--- src/rtl/core/bdq_pkg.sv ---
// Shared types and codes for the bounded deque with search.
`default_nettype none

package bdq_pkg;

    localparam logic [2:0] CMD_ADD_LAST  = 3'd0;
    localparam logic [2:0] CMD_ADD_FIRST = 3'd1;
    localparam logic [2:0] CMD_REM_FIRST = 3'd2;
    localparam logic [2:0] CMD_REM_LAST  = 3'd3;
    localparam logic [2:0] CMD_SEARCH    = 3'd4;
    localparam logic [2:0] CMD_REVERSE   = 3'd5;

    localparam logic [1:0] ST_OK    = 2'd0;
    localparam logic [1:0] ST_FULL  = 2'd1;
    localparam logic [1:0] ST_EMPTY = 2'd2;

    typedef struct packed {
        logic        [2:0]  cmd;
        logic signed [31:0] item;
    } req_t;

    typedef struct packed {
        logic [1:0] status;
        logic       found;
        logic [3:0] index;
        logic [4:0] count;
    } res_t;

    // Commands from the controller to the datapath.
    typedef struct packed {
        logic exec;
        logic load;
        logic fetch;
        logic step;
        logic hit;
        logic miss;
    } ctl_t;

    // Status from the datapath to the controller.
    typedef struct packed {
        logic empty;
        logic match;
        logic last;
    } stat_t;

endpackage

`default_nettype wire

--- src/rtl/core/bdq_dp.sv ---
// Datapath: circular entry memory, head pointer, count, direction flag and search scan.
`default_nettype none

module bdq_dp #(
    parameter int DEPTH = 16
) (
    input  wire logic         clk,
    input  wire logic         rst_n,
    input  wire bdq_pkg::req_t request,
    input  wire bdq_pkg::ctl_t ctl,
    output bdq_pkg::stat_t    stat,
    output bdq_pkg::res_t     result
);
    import bdq_pkg::*;

    localparam int AW = $clog2(DEPTH);
    localparam int CW = $clog2(DEPTH + 1);
    localparam logic [AW-1:0] LAST_ADDR = AW'(DEPTH - 1);
    localparam logic [CW-1:0] FULL_CNT  = CW'(DEPTH);

    function automatic logic [AW-1:0] addr_inc(input logic [AW-1:0] a);
        return (a == LAST_ADDR) ? '0 : a + AW'(1);
    endfunction

    function automatic logic [AW-1:0] addr_dec(input logic [AW-1:0] a);
        return (a == '0) ? LAST_ADDR : a - AW'(1);
    endfunction

    // The address stays below DEPTH and the count at most DEPTH, so one compare and subtract wraps the sum.
    function automatic logic [AW-1:0] addr_add(input logic [AW-1:0] a,
                                               input logic [CW-1:0] n);
        logic [AW:0] s;
        s = {1'b0, a} + (AW+1)'(n);
        if (s >= (AW+1)'(DEPTH))
        begin
            s = s - (AW+1)'(DEPTH);
        end
        return s[AW-1:0];
    endfunction

    function automatic logic [4:0] cnt_field(input logic [CW-1:0] c);
        logic [CW+4:0] w;
        w = {5'b0, c};
        return w[4:0];
    endfunction

    function automatic logic [3:0] idx_field(input logic [AW-1:0] p);
        logic [AW+3:0] w;
        w = {4'b0, p};
        return w[3:0];
    endfunction

    logic signed [31:0] cells_mem [DEPTH];

    logic [AW-1:0]      head_reg, head_next;
    logic [CW-1:0]      count_reg, count_next;
    logic               rev_reg, rev_next;
    logic [AW-1:0]      ptr_reg, ptr_next;
    logic [AW-1:0]      pos_reg, pos_next;
    logic signed [31:0] item_reg, item_next;
    logic signed [31:0] rd_data_reg;
    res_t               res_reg, res_next;

    logic               wr_en;
    logic [AW-1:0]      wr_addr;
    logic [AW-1:0]      tail;
    logic               low_end;
    logic               is_full;
    logic               is_empty;
    logic [1:0]         st;

    assign tail     = addr_add(head_reg, count_reg - CW'(1));
    assign is_full  = (count_reg == FULL_CNT);
    assign is_empty = (count_reg == '0);
    // The low physical end is the front when the list is not reversed.
    assign low_end  = ((request.cmd == CMD_ADD_FIRST) || (request.cmd == CMD_REM_FIRST))
                      == !rev_reg;

    always_comb
    begin
        head_next  = head_reg;
        count_next = count_reg;
        rev_next   = rev_reg;
        ptr_next   = ptr_reg;
        pos_next   = pos_reg;
        item_next  = item_reg;
        res_next   = res_reg;
        wr_en      = 1'b0;
        wr_addr    = low_end ? addr_dec(head_reg) : addr_add(head_reg, count_reg);
        st         = ST_OK;

        if (ctl.exec)
        begin
            unique case (request.cmd)
                CMD_ADD_LAST, CMD_ADD_FIRST:
                begin
                    if (is_full)
                    begin
                        st = ST_FULL;
                    end
                    else
                    begin
                        wr_en      = 1'b1;
                        count_next = count_reg + CW'(1);
                        if (low_end)
                        begin
                            head_next = addr_dec(head_reg);
                        end
                    end
                end
                CMD_REM_FIRST, CMD_REM_LAST:
                begin
                    if (is_empty)
                    begin
                        st = ST_EMPTY;
                    end
                    else
                    begin
                        count_next = count_reg - CW'(1);
                        if (low_end)
                        begin
                            head_next = addr_inc(head_reg);
                        end
                    end
                end
                CMD_REVERSE:
                begin
                    rev_next = !rev_reg;
                end
                default:
                begin
                    st = ST_OK;
                end
            endcase
            res_next.status = st;
            res_next.found  = 1'b0;
            res_next.index  = '0;
            res_next.count  = cnt_field(count_next);
        end

        if (ctl.load)
        begin
            item_next = request.item;
            ptr_next  = rev_reg ? tail : head_reg;
            pos_next  = '0;
        end

        if (ctl.fetch || ctl.step)
        begin
            ptr_next = rev_reg ? addr_dec(ptr_reg) : addr_inc(ptr_reg);
        end

        if (ctl.step)
        begin
            pos_next = pos_reg + AW'(1);
        end

        if (ctl.hit)
        begin
            res_next.status = ST_OK;
            res_next.found  = 1'b1;
            res_next.index  = idx_field(pos_reg);
            res_next.count  = cnt_field(count_reg);
        end

        if (ctl.miss)
        begin
            res_next.status = ST_OK;
            res_next.found  = 1'b0;
            res_next.index  = '0;
            res_next.count  = cnt_field(count_reg);
        end
    end

    always_ff @(posedge clk or negedge rst_n)
    begin
        if (!rst_n)
        begin
            head_reg  <= '0;
            count_reg <= '0;
            rev_reg   <= 1'b0;
        end
        else
        begin
            head_reg  <= head_next;
            count_reg <= count_next;
            rev_reg   <= rev_next;
        end
    end

    always_ff @(posedge clk)
    begin
        ptr_reg  <= ptr_next;
        pos_reg  <= pos_next;
        item_reg <= item_next;
        res_reg  <= res_next;
    end

    always_ff @(posedge clk)
    begin
        if (wr_en)
        begin
            cells_mem[wr_addr] <= request.item;
        end
        if (ctl.fetch || ctl.step)
        begin
            rd_data_reg <= cells_mem[ptr_reg];
        end
    end

    assign stat.empty = is_empty;
    assign stat.match = (rd_data_reg == item_reg);
    assign stat.last  = (CW'(pos_reg) == count_reg - CW'(1));
    assign result     = res_reg;

endmodule

`default_nettype wire

--- src/rtl/core/bdq_ctrl.sv ---
// Controller state machine: sequences the non-search commands and the search scan.
`default_nettype none

module bdq_ctrl (
    input  wire logic      clk,
    input  wire logic      rst_n,
    input  wire logic      start,
    input  wire logic [2:0] cmd,
    input  wire bdq_pkg::stat_t stat,
    output bdq_pkg::ctl_t  ctl,
    output logic           busy,
    output logic           done
);
    import bdq_pkg::*;

    typedef enum logic [2:0] {
        S_IDLE  = 3'b001,
        S_FETCH = 3'b010,
        S_SCAN  = 3'b100
    } state_t;

    state_t state_reg, state_next;
    logic   done_reg, done_next;

    always_comb
    begin
        state_next = state_reg;
        done_next  = 1'b0;
        ctl        = '0;

        unique case (state_reg)
            S_IDLE:
            begin
                if (start)
                begin
                    if ((cmd == CMD_SEARCH) && !stat.empty)
                    begin
                        ctl.load   = 1'b1;
                        state_next = S_FETCH;
                    end
                    else
                    begin
                        ctl.exec  = 1'b1;
                        done_next = 1'b1;
                    end
                end
            end
            S_FETCH:
            begin
                ctl.fetch  = 1'b1;
                state_next = S_SCAN;
            end
            S_SCAN:
            begin
                // A match wins over reaching the last entry.
                priority if (stat.match)
                begin
                    ctl.hit    = 1'b1;
                    done_next  = 1'b1;
                    state_next = S_IDLE;
                end
                else if (stat.last)
                begin
                    ctl.miss   = 1'b1;
                    done_next  = 1'b1;
                    state_next = S_IDLE;
                end
                else
                begin
                    ctl.step = 1'b1;
                end
            end
            default:
            begin
                state_next = S_IDLE;
            end
        endcase
    end

    always_ff @(posedge clk or negedge rst_n)
    begin
        if (!rst_n)
        begin
            state_reg <= S_IDLE;
            done_reg  <= 1'b0;
        end
        else
        begin
            state_reg <= state_next;
            done_reg  <= done_next;
        end
    end

    assign busy = (state_reg != S_IDLE);
    assign done = done_reg;

endmodule

`default_nettype wire

--- src/rtl/core/bounded_deque_with_search_top.sv ---
// Top level of the bounded deque with search: controller and datapath.
// Add, remove, reverse and empty-list search: result in the cycle after the request.
// Search: S_FETCH primes the memory read, then S_SCAN checks one entry per cycle;
// the result is registered after the first match, or after the last entry on a miss.
// A new request is taken in the cycle its predecessor's result shows; the memory's
// single read port sets the scan rate. Reset clears count, head, direction and FSM.
`default_nettype none

module bounded_deque_with_search_top #(
    parameter int DEPTH = 16
) (
    input  wire logic     clk,
    input  wire logic     rst_n,
    input  wire logic     start,
    input  wire bdq_pkg::req_t request,
    output logic          busy,
    output logic          done,
    output bdq_pkg::res_t result
);
    import bdq_pkg::*;

    ctl_t  ctl;
    stat_t stat;

    bdq_ctrl u_ctrl (
        .clk   (clk),
        .rst_n (rst_n),
        .start (start),
        .cmd   (request.cmd),
        .stat  (stat),
        .ctl   (ctl),
        .busy  (busy),
        .done  (done)
    );

    bdq_dp #(
        .DEPTH (DEPTH)
    ) u_dp (
        .clk     (clk),
        .rst_n   (rst_n),
        .request (request),
        .ctl     (ctl),
        .stat    (stat),
        .result  (result)
    );

endmodule

`default_nettype wire

--- config.mk ---
export PLATFORM = sky130hd
export DESIGN_NAME = bounded_deque_with_search_top
export DESIGN_NICKNAME = d
export VERILOG_FILES = /design/src/rtl/core/bdq_pkg.sv /design/src/rtl/core/bdq_dp.sv /design/src/rtl/core/bdq_ctrl.sv /design/src/rtl/core/bounded_deque_with_search_top.sv
export SDC_FILE = /design/constraint.sdc
export NUM_CORES = 1
export LEC_CHECK = 0
export BUFFER_PORTS_ARGS = -buffer_cell sky130_fd_sc_hd__buf_4
export CAP_MARGIN = 0
export CORE_ASPECT_RATIO = 2
export CORE_UTILIZATION = 30
export CTS_CLUSTER_DIAMETER = 80
export CTS_CLUSTER_SIZE = 28
export DETAILED_ROUTE_END_ITERATION = 12
export PLACE_DENSITY = 0.49
export SLEW_MARGIN = 20
export SYNTH_ARGS = -nofsm -noshare
export SYNTH_HDL_FRONTEND = slang
export SYNTH_SLANG_ARGS = --single-unit
export TNS_END_PERCENT = 10
--- constraint.sdc ---
create_clock -name clk -period 5.1 [get_ports clk]
set_input_delay 0.765 -clock clk [delete_from_list [all_inputs] [get_ports clk]]
set_output_delay 0.765 -clock clk [all_outputs]
set_load 0.05 [all_outputs]
==> out/qor.txt <==
Routed met3 length: 1.63 mm
Top-count cell post-synth: edfxtp_1
Root Buffer Master: clkbuf_16
Fin Clk Skew: 0.0228 ns
Die area: 81200 um^2
Register area share after synthesis: 75.8%
Total number of vias: 10700
Pre-Repair DR Iteration Count: 4
Final min period: 3.91 ns
Fin. max-slew vios: 0
Area Overhead vs Synth: 11.0%
Setup Total Neg Slack: 0 ns
Chip width: 202 um
Core Box Area: 79100 um^2
Initial antenna violation count: 0
CTS tree: yes
Vias in the first global route: 11400
Static leakage: 8.10 nW
Worst skew pair latency: 0.61 ns
Post-Route WL: 53.1 mm
Met2 WL: 28.6 mm
DRC violations left: 0
RSZ-0062 raised after global routing: no
CP Class: flip-flop to flip-flop
Fillers: 7327
Max_slew headroom: 25.2%
Critical Path Source Type: flip-flop
# rows: 146
Critical Path RT: 5.42 ns
Hold path start: request[25]
Final net count: 1226
Largest register FFs: 512
Antenna cells: 0
Pre-CTS setup slack: 0.956 ns
Worst Tran Pin Value: 1.11 ns
H-tree levels: 1
Synth Flop Type: edfxtp_1
Final hold vios: 0
Reg2reg start: u_dp.count_reg[0]
EDFF count, synth: 589
Power per Cell Area: 389 nW/um^2
Dpl hpwl: 35.0 mm
Largest net degree at the start of global routing: 82
Top sig layer: met4
Post-synthesis cell area: 24000 um^2
Syn_area_per_cell: 21.5 um^2
Synth area leaders: edfxtp_1 (74%), mux4_2 (15%), xnor2_1 (1.9%), dfrtp_1 (1.4%), ha_1 (0.73%)
Die height: 402 um
Final GP Congestion: 0.754
CP Max Fanout: 18
Post-synth top area share: 73.7%
Syn nets: 1169
Max clock buf depth: 3
M1 WL: 21.8 mm
Ratio of final minimum period to clock period: 76.7%
Global-route usage over all layers: 13.3%
1st-iter DRT viols: 916
Vias per cell: 4.80
Starting Density: 30.3%
Reg2Reg Depth: 10
Critical Path AT: 4.23 ns
GRT overflow: 0
Status: finished clean
Async SR Flop Fraction: 2.30%
Clk sinks: 610
Hold WC Path Type: input port to flip-flop
Share of cells above drive strength 1: 25.3%
Area leader, netlist: edfxtp_1
VDD IR max: 0.000229 V
Fin worst setup slack: 1.19 ns
FMAX: 0.255 GHz
First-pass GRT wire length: 79.0 mm
Synth cell count leaders: edfxtp_1 (589), mux4_2 (160), xnor2_1 (51)
Hold Path Cell Cnt: 1
Port bufs: 51
Max-Cap Viols: 0
Synthesized flop and latch total: 610
Setup violations, final: 0
Num CTS Buffers: 26
Boundary pin count: 52
Crit path launch: u_dp.count_reg[0]
Distinct cells, synth: 62
Overall Power: 10.4 mW
Clk pin slew, worst setup/hold paths: 0.11 ns
DR WL/cell: 23.9 um
Total number of yosys warnings: 0
Worst Setup End Kind: flip-flop
Post-route ant nets: 0
Cells after Synth: 1115
[power by group]
group          switching [mW]  leakage (nW)  total, mW  internal [mW]
Clock                    1.53         0.372       2.55           1.03
Sequential              0.169          5.53       5.95           5.78
Combinational            1.14          2.20       1.85          0.709
Total                    2.84          8.10       10.4           7.52
[per-layer routing]
metal | track usage, % | vias up
li1 | - | 4693
met1 | 16.7 | 5782
met2 | 24.0 | 163
met3 | 1.30 | 46
met4 | 3.75 | 0
met5 | 0 | -
[cell families after synthesis]
family | synth area share (%)
flip-flops | 75.8
multiplexers | 15.5
AND/OR/NAND/NOR | 2.59
AO/OA/AOI/OAI | 2.07
buffers and inverters | 1.17
XOR/XNOR | 2.06
adder cells (fa/ha/maj) | 0.897
[worst max-delay path, stage by stage (launching register included)]
cell     delay, ns
dfrtp_1       0.50
inv_1         0.18
ha_1          0.22
nor3b_2       0.32
nor2b_1       0.25
or4b_2        0.24
nand2_2       0.16
nor2_1        0.40
nand3_1       0.43
nor2_4        0.63
buf_4         0.30
[through the flow]
stage / cell area, um^2 / hold WS, ns / cells / util, %
floorplan: 24000 / 0.469 / 1115 / -
global placement: 25800 / 0.466 / 2179 / 32.7
detailed placement: 25800 / 0.482 / 2179 / 32.7
CTS: 26600 / 0.431 / 2228 / 33.7
global route: 26600 / 0.466 / 2228 / 33.7
finish: 26600 / 0.478 / 2228 / 33.7
[timing repair]
item / CTS / global route
endpoints found under the hold margin: 13 / 0
buffers inserted: 0 / 0
gates resized for setup: 0 / 0
hold buffers: 1 / 0
[path summary, 6_finish.rpt]
path | to | slack (ns)
max | u_dp.cells_mem[13][10] | 1.19
min | u_dp.item_reg[25] | 0.48
max reg2reg | u_dp.cells_mem[13][10] | 1.19
min reg2reg | u_dp.result[8] | 0.50
max in group asynchronous | u_ctrl.state_reg[0] | 4.31
min in group asynchronous | u_dp.count_reg[2] | 0.54
[layout make-up]
class,count,area (um^2),area share [%]
Inverter,17,63.8,0.239
Multi-Input combinational cell,438,5650,21.2
Sequential cell,610,18200,68.2
Clock inverter,2,36.3,0.136
Clock buffer,46,747,2.80
Timing Repair Buffer,79,671,2.52
Tap cell,1036,1300,4.86
[layout by cell type (no fill, tap or decap), drive strengths merged, types with 14 or more instances in the layout]
master and count:
clkbuf 46, ha 14, inv 19, mux4 160
nor2 35, edfxtp 589, a21oi 19, o21ai 20
nand2 34, xnor2 51, buf 78
Note: power is estimated with default switching activity, not from simulation.
